File: config.mk
export PLATFORM = sky130hd
export DESIGN_NAME = midi_track_event_parser_core
export DESIGN_NICKNAME = d
export VERILOG_FILES = /design/src/sv/mtep_pkg.sv /design/src/sv/mtep_in_stage.sv /design/src/sv/mtep_parser.sv /design/src/sv/mtep_out_reg.sv /design/src/sv/midi_track_event_parser_core.sv
export SDC_FILE = /design/constraint.sdc
export NUM_CORES = 1
export LEC_CHECK = 0
export BUFFER_PORTS_ARGS = -buffer_cell sky130_fd_sc_hd__buf_2
export CAP_MARGIN = 10
export CORE_UTILIZATION = 60
export DETAILED_ROUTE_END_ITERATION = 10
export PLACE_DENSITY = 0.8
export SLEW_MARGIN = 20
export SYNTH_ARGS = -nofsm -noshare
export SYNTH_HDL_FRONTEND = slang
export SYNTH_SLANG_ARGS = --single-unit
File: constraint.sdc
create_clock -name clk_i -period 8.5 [get_ports clk_i]
set_input_delay 0.85 -clock clk_i [delete_from_list [all_inputs] [get_ports clk_i]]
set_output_delay 0.85 -clock clk_i [all_outputs]
set_load 0.03 [all_outputs]
File: src/sv/mtep_pkg.sv
package mtep_pkg;

  // Parse phase of the track byte stream
  typedef enum logic [3:0] {
    PH_DELTA     = 4'd0,
    PH_STATUS    = 4'd1,
    PH_DATA1     = 4'd2,
    PH_DATA2     = 4'd3,
    PH_META_TYPE = 4'd4,
    PH_META_LEN  = 4'd5,
    PH_TEMPO     = 4'd6,
    PH_SKIP      = 4'd7,
    PH_SYSEX_LEN = 4'd8,
    PH_HALT      = 4'd9
  } phase_e;

  typedef enum logic [2:0] {
    KIND_NOTE_OFF = 3'd0,
    KIND_NOTE_ON  = 3'd1,
    KIND_CONTROL  = 3'd2,
    KIND_PROGRAM  = 3'd3,
    KIND_PITCH    = 3'd4,
    KIND_TEMPO    = 3'd5,
    KIND_END      = 3'd6,
    KIND_ERROR    = 3'd7
  } kind_e;

  typedef enum logic [2:0] {
    ERR_NONE      = 3'd0,
    ERR_TOO_LONG  = 3'd1,
    ERR_NO_RUN    = 3'd2,
    ERR_TRUNCATED = 3'd3,
    ERR_BAD_STAT  = 3'd4
  } err_e;

  // Status byte values
  localparam logic [7:0] STATUS_MIN  = 8'h80;
  localparam logic [7:0] SYSTEM_MIN  = 8'hF0;
  localparam logic [7:0] ST_SYSEX    = 8'hF0;
  localparam logic [7:0] ST_SYSEX_ES = 8'hF7;
  localparam logic [7:0] ST_META     = 8'hFF;
  localparam logic [7:0] META_TEMPO  = 8'h51;
  localparam logic [7:0] META_EOT    = 8'h2F;

  // High nibble of channel status bytes
  localparam logic [3:0] HI_NOTE_OFF  = 4'h8;
  localparam logic [3:0] HI_NOTE_ON   = 4'h9;
  localparam logic [3:0] HI_CONTROL   = 4'hB;
  localparam logic [3:0] HI_PROGRAM   = 4'hC;
  localparam logic [3:0] HI_CHAN_PRES = 4'hD;
  localparam logic [3:0] HI_PITCH     = 4'hE;

  localparam logic [2:0]  VLQ_MAX_BYTES = 3'd4;
  localparam logic [1:0]  TEMPO_LAST    = 2'd2;
  localparam logic [27:0] TEMPO_LEN     = 28'd3;

  typedef struct packed {
    logic [7:0] data_byte;
    logic       track_start;
    logic       song_start;
    logic       track_end;
  } in_item_t;

  typedef struct packed {
    kind_e       kind;
    logic [3:0]  channel;
    logic [31:0] tick;
    logic [7:0]  first_data;
    logic [7:0]  second_data;
    logic [23:0] value;
    logic [31:0] seq;
    err_e        err;
  } result_t;

endpackage

File: src/sv/mtep_in_stage.sv
module mtep_in_stage (
  input  logic              clk_i,
  input  logic              rst_ni,
  input  logic              in_valid_i,
  input  mtep_pkg::in_item_t in_item_i,
  input  logic              advance_i,
  output logic              in_stall_o,
  output logic              item_valid_o,
  output mtep_pkg::in_item_t item_o
);

  logic               valid_q;
  mtep_pkg::in_item_t item_q;

  // Hold the byte while the parser cannot move it on
  assign in_stall_o   = valid_q && !advance_i;
  assign item_valid_o = valid_q;
  assign item_o       = item_q;

  always_ff @(posedge clk_i or negedge rst_ni) begin
    if (!rst_ni) begin
      valid_q <= 1'b0;
    end else if (!in_stall_o) begin
      valid_q <= in_valid_i;
    end
  end

  always_ff @(posedge clk_i) begin
    if (!in_stall_o && in_valid_i) begin
      item_q <= in_item_i;
    end
  end

endmodule

File: src/sv/mtep_parser.sv
module mtep_parser (
  input  logic               clk_i,
  input  logic               rst_ni,
  input  logic               step_i,
  input  mtep_pkg::in_item_t item_i,
  output logic               res_valid_o,
  output mtep_pkg::result_t  res_o
);

  mtep_pkg::phase_e ph_q, ph_d, ph0;
  logic [7:0]  run_q, run_d, run0;
  logic [7:0]  cur_q, cur_d, cur0;
  logic [31:0] tick_q, tick_d, tick0;
  logic [31:0] cnt_q, cnt_d, cnt0;
  logic [27:0] len_q, len_d, len0;
  logic [2:0]  lcnt_q, lcnt_d, lcnt0;
  logic [7:0]  held_q, held_d, held0;
  logic [7:0]  meta_q, meta_d, meta0;
  logic [27:0] skip_q, skip_d, skip0;
  logic [23:0] tempo_q, tempo_d, tempo0;
  logic [1:0]  tcnt_q, tcnt_d, tcnt0;

  logic        clr;
  logic [7:0]  b;
  logic [27:0] vlen;
  logic [2:0]  vcnt;
  logic        vdone;
  logic        vlong;
  logic        have;
  logic        take_d1;
  logic [7:0]  d1_status;
  logic [27:0] skip_n;
  mtep_pkg::kind_e kind;
  mtep_pkg::err_e  err;
  logic [7:0]  ea, eb;
  logic [23:0] ev;

  // Apply track and song start before the byte is parsed
  always_comb begin
    clr    = item_i.track_start || item_i.song_start;
    ph0    = clr ? mtep_pkg::PH_DELTA : ph_q;
    run0   = clr ? 8'd0  : run_q;
    cur0   = clr ? 8'd0  : cur_q;
    tick0  = clr ? 32'd0 : tick_q;
    len0   = clr ? 28'd0 : len_q;
    lcnt0  = clr ? 3'd0  : lcnt_q;
    held0  = clr ? 8'd0  : held_q;
    meta0  = clr ? 8'd0  : meta_q;
    skip0  = clr ? 28'd0 : skip_q;
    tempo0 = clr ? 24'd0 : tempo_q;
    tcnt0  = clr ? 2'd0  : tcnt_q;
    cnt0   = item_i.song_start ? 32'd0 : cnt_q;
  end

  // Variable-length quantity step
  always_comb begin
    b     = item_i.data_byte;
    vlen  = {len0[20:0], b[6:0]};
    vcnt  = lcnt0 + 3'd1;
    vdone = !b[7];
    vlong = b[7] && (vcnt >= mtep_pkg::VLQ_MAX_BYTES);
    skip_n = (skip0 != 28'd0) ? skip0 - 28'd1 : skip0;
  end

  // Next parser state and result
  always_comb begin
    ph_d      = ph0;
    run_d     = run0;
    cur_d     = cur0;
    tick_d    = tick0;
    cnt_d     = cnt0;
    len_d     = len0;
    lcnt_d    = lcnt0;
    held_d    = held0;
    meta_d    = meta0;
    skip_d    = skip0;
    tempo_d   = tempo0;
    tcnt_d    = tcnt0;
    have      = 1'b0;
    take_d1   = 1'b0;
    d1_status = cur0;
    kind      = mtep_pkg::KIND_NOTE_OFF;
    err       = mtep_pkg::ERR_NONE;
    ea        = 8'd0;
    eb        = 8'd0;
    ev        = 24'd0;

    case (ph0)
      mtep_pkg::PH_DELTA: begin
        len_d  = vlen;
        lcnt_d = vcnt;
        if (vdone) begin
          tick_d = tick0 + {4'd0, vlen};
          len_d  = 28'd0;
          lcnt_d = 3'd0;
          ph_d   = mtep_pkg::PH_STATUS;
        end else if (vlong) begin
          err = mtep_pkg::ERR_TOO_LONG;
        end
      end
      mtep_pkg::PH_STATUS: begin
        if (b < mtep_pkg::STATUS_MIN) begin
          if (run0 == 8'd0) begin
            err = mtep_pkg::ERR_NO_RUN;
          end else begin
            // running status: this byte is the first data byte
            cnt_d     = cnt0 + 32'd1;
            cur_d     = run0;
            take_d1   = 1'b1;
            d1_status = run0;
          end
        end else begin
          cnt_d = cnt0 + 32'd1;
          cur_d = b;
          if (b < mtep_pkg::SYSTEM_MIN) begin
            run_d = b;
            ph_d  = mtep_pkg::PH_DATA1;
          end else if (b == mtep_pkg::ST_META) begin
            run_d = 8'd0;
            ph_d  = mtep_pkg::PH_META_TYPE;
          end else if (b == mtep_pkg::ST_SYSEX || b == mtep_pkg::ST_SYSEX_ES) begin
            run_d  = 8'd0;
            len_d  = 28'd0;
            lcnt_d = 3'd0;
            ph_d   = mtep_pkg::PH_SYSEX_LEN;
          end else begin
            err = mtep_pkg::ERR_BAD_STAT;
          end
        end
      end
      mtep_pkg::PH_DATA1: begin
        take_d1   = 1'b1;
        d1_status = cur0;
      end
      mtep_pkg::PH_DATA2: begin
        case (cur0[7:4])
          mtep_pkg::HI_NOTE_OFF, mtep_pkg::HI_NOTE_ON: begin
            have = 1'b1;
            kind = (cur0[7:4] == mtep_pkg::HI_NOTE_ON && b != 8'd0) ?
                   mtep_pkg::KIND_NOTE_ON : mtep_pkg::KIND_NOTE_OFF;
            ea   = held0;
            eb   = b;
          end
          mtep_pkg::HI_CONTROL: begin
            have = 1'b1;
            kind = mtep_pkg::KIND_CONTROL;
            ea   = held0;
            eb   = b;
          end
          mtep_pkg::HI_PITCH: begin
            have = 1'b1;
            kind = mtep_pkg::KIND_PITCH;
            ev   = {9'd0, b, 7'd0} | {16'd0, held0};
          end
          default: begin
          end
        endcase
        ph_d = mtep_pkg::PH_DELTA;
      end
      mtep_pkg::PH_META_TYPE: begin
        meta_d = b;
        len_d  = 28'd0;
        lcnt_d = 3'd0;
        ph_d   = mtep_pkg::PH_META_LEN;
      end
      mtep_pkg::PH_META_LEN, mtep_pkg::PH_SYSEX_LEN: begin
        len_d  = vlen;
        lcnt_d = vcnt;
        if (vdone) begin
          if (ph0 == mtep_pkg::PH_META_LEN && meta0 == mtep_pkg::META_TEMPO &&
              vlen == mtep_pkg::TEMPO_LEN) begin
            tempo_d = 24'd0;
            tcnt_d  = 2'd0;
            ph_d    = mtep_pkg::PH_TEMPO;
          end else begin
            if (ph0 == mtep_pkg::PH_META_LEN && meta0 == mtep_pkg::META_EOT) begin
              have = 1'b1;
              kind = mtep_pkg::KIND_END;
            end
            skip_d = vlen;
            ph_d   = (vlen != 28'd0) ? mtep_pkg::PH_SKIP : mtep_pkg::PH_DELTA;
          end
          len_d  = 28'd0;
          lcnt_d = 3'd0;
        end else if (vlong) begin
          err = mtep_pkg::ERR_TOO_LONG;
        end
      end
      mtep_pkg::PH_TEMPO: begin
        tempo_d = {tempo0[15:0], b};
        tcnt_d  = tcnt0 + 2'd1;
        if (tcnt0 == mtep_pkg::TEMPO_LAST) begin
          have   = 1'b1;
          kind   = mtep_pkg::KIND_TEMPO;
          ev     = {tempo0[15:0], b};
          tcnt_d = 2'd0;
          ph_d   = mtep_pkg::PH_DELTA;
        end
      end
      mtep_pkg::PH_SKIP: begin
        skip_d = skip_n;
        if (skip_n == 28'd0) begin
          ph_d = mtep_pkg::PH_DELTA;
        end
      end
      default: begin
      end
    endcase

    // First data byte, direct or under running status
    if (take_d1) begin
      case (d1_status[7:4])
        mtep_pkg::HI_PROGRAM: begin
          have = 1'b1;
          kind = mtep_pkg::KIND_PROGRAM;
          ea   = b;
          ph_d = mtep_pkg::PH_DELTA;
        end
        mtep_pkg::HI_CHAN_PRES: begin
          ph_d = mtep_pkg::PH_DELTA;
        end
        default: begin
          held_d = b;
          ph_d   = mtep_pkg::PH_DATA2;
        end
      endcase
    end

    // A track that ends mid-message is truncated
    if (ph0 != mtep_pkg::PH_HALT && err == mtep_pkg::ERR_NONE &&
        item_i.track_end && ph_d != mtep_pkg::PH_DELTA) begin
      err = mtep_pkg::ERR_TRUNCATED;
    end
    if (err != mtep_pkg::ERR_NONE) begin
      ph_d = mtep_pkg::PH_HALT;
    end
  end

  // Shape the result
  always_comb begin
    res_valid_o = (err != mtep_pkg::ERR_NONE) || have;
    res_o.tick  = tick_d;
    res_o.err   = err;
    if (err != mtep_pkg::ERR_NONE) begin
      res_o.kind        = mtep_pkg::KIND_ERROR;
      res_o.channel     = 4'd0;
      res_o.first_data  = 8'd0;
      res_o.second_data = 8'd0;
      res_o.value       = 24'd0;
      res_o.seq         = cnt_d;
    end else begin
      res_o.kind        = kind;
      res_o.channel     = cur_d[3:0];
      res_o.first_data  = ea;
      res_o.second_data = eb;
      res_o.value       = ev;
      res_o.seq         = cnt_d - 32'd1;
    end
  end

  // Advance parser state on each consumed byte
  always_ff @(posedge clk_i or negedge rst_ni) begin
    if (!rst_ni) begin
      ph_q    <= mtep_pkg::PH_DELTA;
      run_q   <= 8'd0;
      cur_q   <= 8'd0;
      tick_q  <= 32'd0;
      cnt_q   <= 32'd0;
      len_q   <= 28'd0;
      lcnt_q  <= 3'd0;
      held_q  <= 8'd0;
      meta_q  <= 8'd0;
      skip_q  <= 28'd0;
      tempo_q <= 24'd0;
      tcnt_q  <= 2'd0;
    end else if (step_i) begin
      ph_q    <= ph_d;
      run_q   <= run_d;
      cur_q   <= cur_d;
      tick_q  <= tick_d;
      cnt_q   <= cnt_d;
      len_q   <= len_d;
      lcnt_q  <= lcnt_d;
      held_q  <= held_d;
      meta_q  <= meta_d;
      skip_q  <= skip_d;
      tempo_q <= tempo_d;
      tcnt_q  <= tcnt_d;
    end
  end

endmodule

File: src/sv/mtep_out_reg.sv
module mtep_out_reg (
  input  logic              clk_i,
  input  logic              rst_ni,
  input  logic              step_i,
  input  logic              res_valid_i,
  input  mtep_pkg::result_t res_i,
  input  logic              out_stall_i,
  output logic              advance_o,
  output logic              out_valid_o,
  output mtep_pkg::result_t res_o
);

  logic              valid_q;
  mtep_pkg::result_t res_q;

  // Slot is free when empty or when the held transaction leaves now
  assign advance_o   = !valid_q || !out_stall_i;
  assign out_valid_o = valid_q;
  assign res_o       = res_q;

  always_ff @(posedge clk_i or negedge rst_ni) begin
    if (!rst_ni) begin
      valid_q <= 1'b0;
    end else if (advance_o) begin
      valid_q <= step_i && res_valid_i;
    end
  end

  always_ff @(posedge clk_i) begin
    if (advance_o && step_i && res_valid_i) begin
      res_q <= res_i;
    end
  end

endmodule

File: src/sv/midi_track_event_parser_core.sv
// A byte accepted into the input register is parsed there, and its result is captured
// in the result register that drives the outputs; an output stall holds both registers.
// Throughput: one track byte per cycle while the output is not stalled; every
// byte is parsed in a single pass between the input register and the result register.
// Reset: asynchronous, clears the parser state, sequence counter and both stage valids.
module midi_track_event_parser_core (
  input  logic        clk_i,
  input  logic        rst_ni,
  input  logic        in_valid_i,
  output logic        in_stall_o,
  input  logic [7:0]  data_byte_i,
  input  logic        track_start_i,
  input  logic        song_start_i,
  input  logic        track_end_i,
  output logic        out_valid_o,
  input  logic        out_stall_i,
  output logic [2:0]  event_kind_o,
  output logic [3:0]  midi_channel_o,
  output logic [31:0] event_tick_o,
  output logic [7:0]  first_data_o,
  output logic [7:0]  second_data_o,
  output logic [23:0] event_value_o,
  output logic [31:0] sequence_number_o,
  output logic [2:0]  error_code_o
);

  mtep_pkg::in_item_t in_item;
  mtep_pkg::in_item_t item;
  mtep_pkg::result_t  res;
  mtep_pkg::result_t  out_res;
  logic               item_valid;
  logic               advance;
  logic               step;
  logic               res_valid;

  assign in_item.data_byte   = data_byte_i;
  assign in_item.track_start = track_start_i;
  assign in_item.song_start  = song_start_i;
  assign in_item.track_end   = track_end_i;

  // Parse the registered byte whenever the result slot can take it
  assign step = item_valid && advance;

  mtep_in_stage u_in_stage (
    .clk_i        (clk_i),
    .rst_ni       (rst_ni),
    .in_valid_i   (in_valid_i),
    .in_item_i    (in_item),
    .advance_i    (advance),
    .in_stall_o   (in_stall_o),
    .item_valid_o (item_valid),
    .item_o       (item)
  );

  mtep_parser u_parser (
    .clk_i       (clk_i),
    .rst_ni      (rst_ni),
    .step_i      (step),
    .item_i      (item),
    .res_valid_o (res_valid),
    .res_o       (res)
  );

  mtep_out_reg u_out_reg (
    .clk_i       (clk_i),
    .rst_ni      (rst_ni),
    .step_i      (step),
    .res_valid_i (res_valid),
    .res_i       (res),
    .out_stall_i (out_stall_i),
    .advance_o   (advance),
    .out_valid_o (out_valid_o),
    .res_o       (out_res)
  );

  assign event_kind_o      = out_res.kind;
  assign midi_channel_o    = out_res.channel;
  assign event_tick_o      = out_res.tick;
  assign first_data_o      = out_res.first_data;
  assign second_data_o     = out_res.second_data;
  assign event_value_o     = out_res.value;
  assign sequence_number_o = out_res.seq;
  assign error_code_o      = out_res.err;

endmodule

Yosys cells after proc, flatten, opt, wreduce, memory -nomap -nowiden
Index checks and enable logic that the tools add are counted.
{"block": "word_totals", "ff_bits": 312, "inputBits": 15, "output_inout_bits": 116}
{"block": "op_classes", "n_addsub": 6, "order_cmp": 3, "eq_ne": 22, "n_mux": 104, "n_bitwise": 3, "n_reduce_logical": 38}
{"op": "$mux 28", "n": 10}
{"op": "$mux 32", "n": 8}
{"op": "$mux 8", "n": 21}
{"op": "$mux 24", "n": 5}
{"op": "$pmux 24 s2", "n": 2}
{"op": "$pmux 28 s3", "n": 1}
{"op": "$mux 3", "n": 19}
{"op": "$pmux 28 s2", "n": 1}
{"op": "$reduce_bool 28->1", "n": 2}
{"op": "$mux 4", "n": 12}
{"op": "$add 32x1->32 const B", "n": 1}
{"op": "$add 32x28->32", "n": 1}
{"op": "$sub 32x1->32 const B", "n": 1}
{"op": "$eq 28x2->1 const B", "n": 1}
{"op": "$eq 4x4->1 const B", "n": 7}
{"op": "$logic_not 28->1", "n": 1}
{"op": "$pmux 4 s7", "n": 1}
{"op": "$sub 28x1->28 const B", "n": 1}
{"op": "$pmux 3 s3", "n": 3}
{"op": "$eq 8x8->1 const B", "n": 3}
{"op": "$eq 4x3->1 const B", "n": 4}
{"op": "$lt 8x8->1 const B", "n": 2}
{"op": "$or 15x8->15", "n": 1}
{"op": "$logic_and 1x1->1", "n": 14}
{"op": "27 further kinds", "n": 54}

Logic depth before layout (Yosys ltp)
{"block": "depth", "ltp_word": 16, "depth_mapped": 20, "mapped_depth_nobuf": 16}

By module
Synthesis repeated with hierarchy kept, for this count alone.
{"block": "hier_totals", "cells_unflattened": 1721, "hier_area_um2": 17154.0}
{"mod": "mtep_parser", "n_inst": 1, "cells_each": 1585, "area_each_um2": 13295.3, "seq_area_each_um2": 4254.1}
{"mod": "mtep_out_reg", "n_inst": 1, "cells_each": 119, "area_each_um2": 3464.6, "seq_area_each_um2": 3448.3}
{"mod": "mtep_in_stage", "n_inst": 1, "cells_each": 16, "area_each_um2": 387.9, "seq_area_each_um2": 355.3}
{"mod": "midi_track_event_parser_core", "n_inst": 1, "cells_each": 1, "area_each_um2": 6.3, "seq_area_each_um2": 0.0}

Least setup slack after synthesis
OpenSTA, ideal clock, no wires.
{"block": "synth_path", "path_type": "register -> register", "start": "register u_in_stage.item_q, in the netlist u_in_stage.item_o[2]", "end": "register u_out_reg.res_q, in the netlist u_out_reg.res_o[0], enable pin", "setup_time_ns": 0.486, "t_arrival_ns": 6.570, "setup_slack_ns": 1.444, "stages_incl_launch_ff": 20, "path_buffers": 6, "path_cell_list": "edfxtp_1 > nor2_1 > clkbuf_1 > clkbuf_1 > clkbuf_1 > clkbuf_1 > nand2_1 > ha_1 > or3b_2 > nor4_1 > nand4_1 > clkbuf_1 > a41oi_1 > a311oi_1 > nor4_1 > nand4_1 > nand2_1 > buf_2 > nand4_1 > and2_1"}
{"block": "synth_between", "elab_chain_len": 16}
{"item": "start, declared", "line": "mtep_in_stage.sv:13", "text": "mtep_pkg::in_item_t item_q;"}
{"item": "start signal, assigned", "line": "mtep_in_stage.sv:30", "text": "item_q <= in_item_i;"}
{"item": "$logic_or 1x1->1 (*)", "line": "mtep_parser.sv:40", "text": "clr = item_i.track_start || item_i.song_start;"}
{"item": "branches (longest 13 deep; another with $sub 28x1->28)"}
{"item": "$logic_or 1x1->1 (*)", "line": "mtep_parser.sv:241", "text": "res_valid_o = (err != mtep_pkg::ERR_NONE) || have;"}
{"item": "$logic_and 1x1->1 (*)", "line": "mtep_out_reg.sv:30", "text": "if (advance_o && step_i && res_valid_i) begin"}
{"item": "end signal, assigned", "line": "mtep_out_reg.sv:31", "text": "res_q <= res_i;"}
{"item": "end, declared", "line": "mtep_out_reg.sv:14", "text": "mtep_pkg::result_t res_q;"}
Mark *: on every way between the ends.
A chain may end at the register's enable or synchronous reset.

Final worst setup path
{"block": "layout_path", "start": "register u_in_stage.item_q, in the netlist u_in_stage.item_o[1]", "end": "register u_out_reg.res_q, in the netlist u_out_reg.res_o[68], enable pin"}
Same word-level chain as after synthesis.

==> results.md <==
Yosys:
- The Yosys step of the flow raised 0 warnings.
- The number of different library cells used by synthesis comes to 79.
- The largest total area in the synthesized netlist belongs to dfrtp_1.
- The most used flip-flop cell after synthesis is dfrtp_1.
- The number of nets in the synthesized netlist is 1,804.
- Of the synthesized area, sequential elements account for 47.3%.
- Synthesis produced roughly 1,800 cells.
- The number of enable flip-flop cells after synthesis is 125.
- The combined area of all synthesized cells is 0.0170 mm².
- The average footprint of a synthesized cell is 9.70 µm².
- The async set or reset register ratio after synthesis is a little under 60%.
- By area the synthesized netlist is led by dfrtp_1 25%, edfxtp_1 22%, a22o_1 5.8%, nand2_1 4.6%, o21ai_0 3.7%.
- The post-synthesis sequential element count is between 200 and 300.
- Of the post-synthesis cell area, the dominant cell type holds 25.3%.

Placed design:
- The HPWL reported at the end of detailed placement is 31,900 µm.
- At the end of routability-driven placement, the weighted congestion stood at 0.951.
- OpenSTA, run right after detailed placement, puts the worst setup slack at 1.98 ns.
- In this run, placement finished with an instance count of 2,169.
- The count of input and output buffers is 130.

Global route:
- The layer flagged by global routing as most heavily used is met2.
- Global routing used 32.4% of the available tracks.
- The largest net degree at the start of global routing is 80.
- The first global-routing pass estimated 74,100 µm of wire.
- Global routing finished with a remaining overflow of 0.
- The met3 track utilization from global routing is 3.70%.
- The met1 capacity usage during global routing is 45.5%.
- The number of global-route vias before repair was 13,700.
- The initial antenna violation count is 1.
- The met2 usage in global routing is just over 50%.

Timing:
- The final setup violation count is 0.
- The worst slew margin relative to its limit is about a fifth.
- The number of endpoints with negative hold slack in the final report was 0.
- The final setup TNS is 0 ns.
- The setup clock skew after layout is 0.0245 ns.
- The peak clock frequency supported by timing is approximately 150 MHz.
- In the finished design, the share of the clock period the worst path needs comes to 78.8%.
- The worst-margin pin slew is 1.18 ns.
- The final number of max-transition violations came to 0.
- Setup repair after global routing left no endpoint under its margin.
- The smallest setup slack after layout is 1.80 ns.
- The smallest clock period supported by the final layout is computed as 6.70 ns.

Route:
- The number of search-and-repair iterations in the first detailed-routing pass is 6.
- The routed design has 46,700 µm of wire.
- The violation count after the first detailed-routing iteration is 1,566.
- After detailed routing, the average wire length per cell comes to 21.0 µm.
- The DRC violation count after routing is 0.
- The routed layout has 14,600 vias.
- The vias per cell is 6.58.
- The detail route stage leaves a number of antenna-violating nets equal to 0.

Pwr:
- Total power for the finished layout comes to 4920 µW.
- The largest voltage drop on the vdd net is roughly 0.00019 V.
- For this design the ratio of total power to cell area is 260 mW/mm².
- Summed over all cells, the static leakage comes to slightly below 0.008 µW.

Final layout:
- The final core area utilization is 67.8%.
- After the flow finishes, the layout carries non-filler instances totaling 2,224.
- The fraction of final layout cells sized beyond drive strength 1 is 14.2%.
- Summing all multi-input logic gate instances after layout gives 0.00843 mm².
- Relative to the synthesized area, the layout overhead comes to 10.9%.
- At the end of the flow, the number of nets in the layout was 1,871.
- The combined flip-flop and latch cell area is 0.00806 mm².
- Counting the fill cells in the layout gives 2,124.
- The number of antenna cells inserted is 0.

Clocking:
- In this run, post-CTS repair resized a total of 0 instances.
- The buffers inserted during post-CTS setup optimization is 0.
- The root cell of the clock tree is clkbuf_16.
- TritonCTS built the clock tree.
- The register clock-pin slew on the reported worst setup and hold paths is about 0.060 ns.
- Buffers inserted during clock tree synthesis total 30.
- Clock latency on the worst-skew pair, taken at its later pin, is 0.59 ns.
- In this run the number of H-tree levels came out at 1.
- The number of clock sinks is 297.
- The clock passes through at most 3 buffers.
- The quantity of hold-fixing buffers added after cts is 0.

Hold path:
- The tightest min-delay check is of the input port to async pin type.

Die:
- The placeable core region is 0.0279 mm².
- The floorplan die area is 0.0291 mm².
- The cell row count is 61.
- The count of boundary I/O pins is 131.
- The die boundary width is between 150 and 200 µm.
- The initial cell density of the core is 61.2%.
- The y dimension of the die is around 170 µm.

Worst setup path:
- The worst setup path is captured at a flop.
- Data on the critical path is required at its endpoint by 8.69 ns.
- Traced cell by cell, the critical path runs through nor2_4, buf_4, nand2_1, ha_1, or3b_2, nor4_1, nand4_1, and2_1, a311oi_1, nor4_1, nand4_1, nand2_1, nand4_1, and2_4, buf_4.
- Setup slack on the worst reg-to-reg path comes out at 1.80 ns.
- By startpoint and endpoint, the worst setup path is classified as flop to flop.
- The most frequent cell on the critical path is nand4_1.
- The worst setup path is launched from a flop.
- Of all nets on the critical path, the largest fanout is 62.
- The largest single stage delay on the critical path is between 0.7 and 0.8 ns.
- For the worst setup path, the data arrival time is 6.89 ns.
- The master of the slowest instance on the critical path is edfxtp_1.

Status:
- The run finished with clean final reports.

Run:
- Across the run, the number of max-cap violations was 0.
[critical path, delay by kind of cell, from the launching register on]
kind / cells / cell delay [ns]
AO/OA/AOI/OAI: 1 / 0.46
buffers and inverters: 2 / 1.01
flip-flops: 1 / 0.78
AND/OR/NAND/NOR: 11 / 3.80
adder cells (fa/ha/maj): 1 / 0.23
[flip-flops by register name, summed over array words and instances, names as in the netlist, 8 cells and up]
register,flops
u_out_reg.res_o,114
u_parser.meta_q,8
u_parser.cnt_q,32
u_parser.cur_q,8
u_parser.tempo_q,16
u_parser.run_q,8
u_parser.tick_q,32
u_parser.skip_q,28
u_in_stage.item_o,11
u_parser.len_q,21
u_parser.held_q,8
[cell usage in the layout (no fill, tap or decap), types with 34 or more instances in the layout]
| cell | n |
|---|---|
| a21oi_1 | 61 |
| and2_1 | 69 |
| nor2_1 | 114 |
| a22o_1 | 113 |
| nand3_1 | 50 |
| xor2_1 | 36 |
| nand2_1 | 209 |
| xnor2_1 | 34 |
| edfxtp_1 | 125 |
| buf_2 | 129 |
| o21ai_0 | 126 |
| dfrtp_1 | 172 |
[report_power, final]
| part | leakage (µW) | switching, µW | internal (µW) |
|---|---|---|---|
| Clock | 0.000466 | 582 | 713 |
| Combinational | 0.00394 | 1160 | 499 |
| Sequential | 0.00353 | 168 | 1800 |
[cell usage after synthesis, drive strengths merged, types with 25 or more instances]
cell and n:
xor2 36, nor3 34, mux2i 33, clkbuf 106, mux2 25, nand4 33, nand3 50, inv 27
xnor2 34, o21ai 133, nand2 210, a21oi 61, edfxtp 125, nor4 30, a22o 113, dfrtp 172
nor2 117, and2 71, nor2b 26, ha 32
[layer usage]
layer	vias up	routed length (µm)	part of all wire [%]
li1	6680	-	-
met1	7141	20000	43
met2	696	21400	46
met3	118	3400	7.3
met4	0	1940	4.2
met5	-	0	0
[cell type report]
class | instances | area share, %
Multi-Input combinational cell | 1309 | 44.6
Tap cell | 378 | 2.50
Clock buffer | 33 | 4.03
Inverter | 27 | 0.536
Timing Repair Buffer | 158 | 4.59
Clock inverter | 22 | 1.07
Sequential cell | 297 | 42.6
[logic make-up (layout without fill, tap and decap cells)]
logic type	count (synthesis)	in the layout	share of synthesized area (%)
and+or+nand+nor	673	673	20.2
muxes	58	58	3.59
xor gates and xnor gates	70	70	3.60
AOI/OAI and AO/OA	475	475	19.4
buffers and inverters	150	240	3.47
adders and majority gates	33	33	2.47
DFF	297	297	47.3
[stage by stage]
step                      hold WS (ns)  instance area, µm²
final                            0.147               18900
after floorplan                  0.437               17000
after global placement           0.451               17900
after CTS                        0.152               18900
after global routing             0.167               18900
after detailed placement         0.454               17900
[worst paths after layout]
| check | startpoint | cells past startpoint | end |
|---|---|---|---|
| hold reg to reg | u_parser.tick_q[9] | 2 | u_parser.tick_q[9] |
| setup reg to reg | u_in_stage.item_o[1] | 15 | u_out_reg.res_o[68] |
| max in group asynchronous | rst_ni | 2 | u_parser.tempo_q[14] |
| setup / recovery | u_in_stage.item_o[1] | 15 | u_out_reg.res_o[68] |
| min in group clk_i | data_byte_i[1] | 1 | u_in_stage.item_o[4] |
| hold / removal | rst_ni | 1 | u_parser.cnt_q[31] |
(Power assumes the default switching activity.)
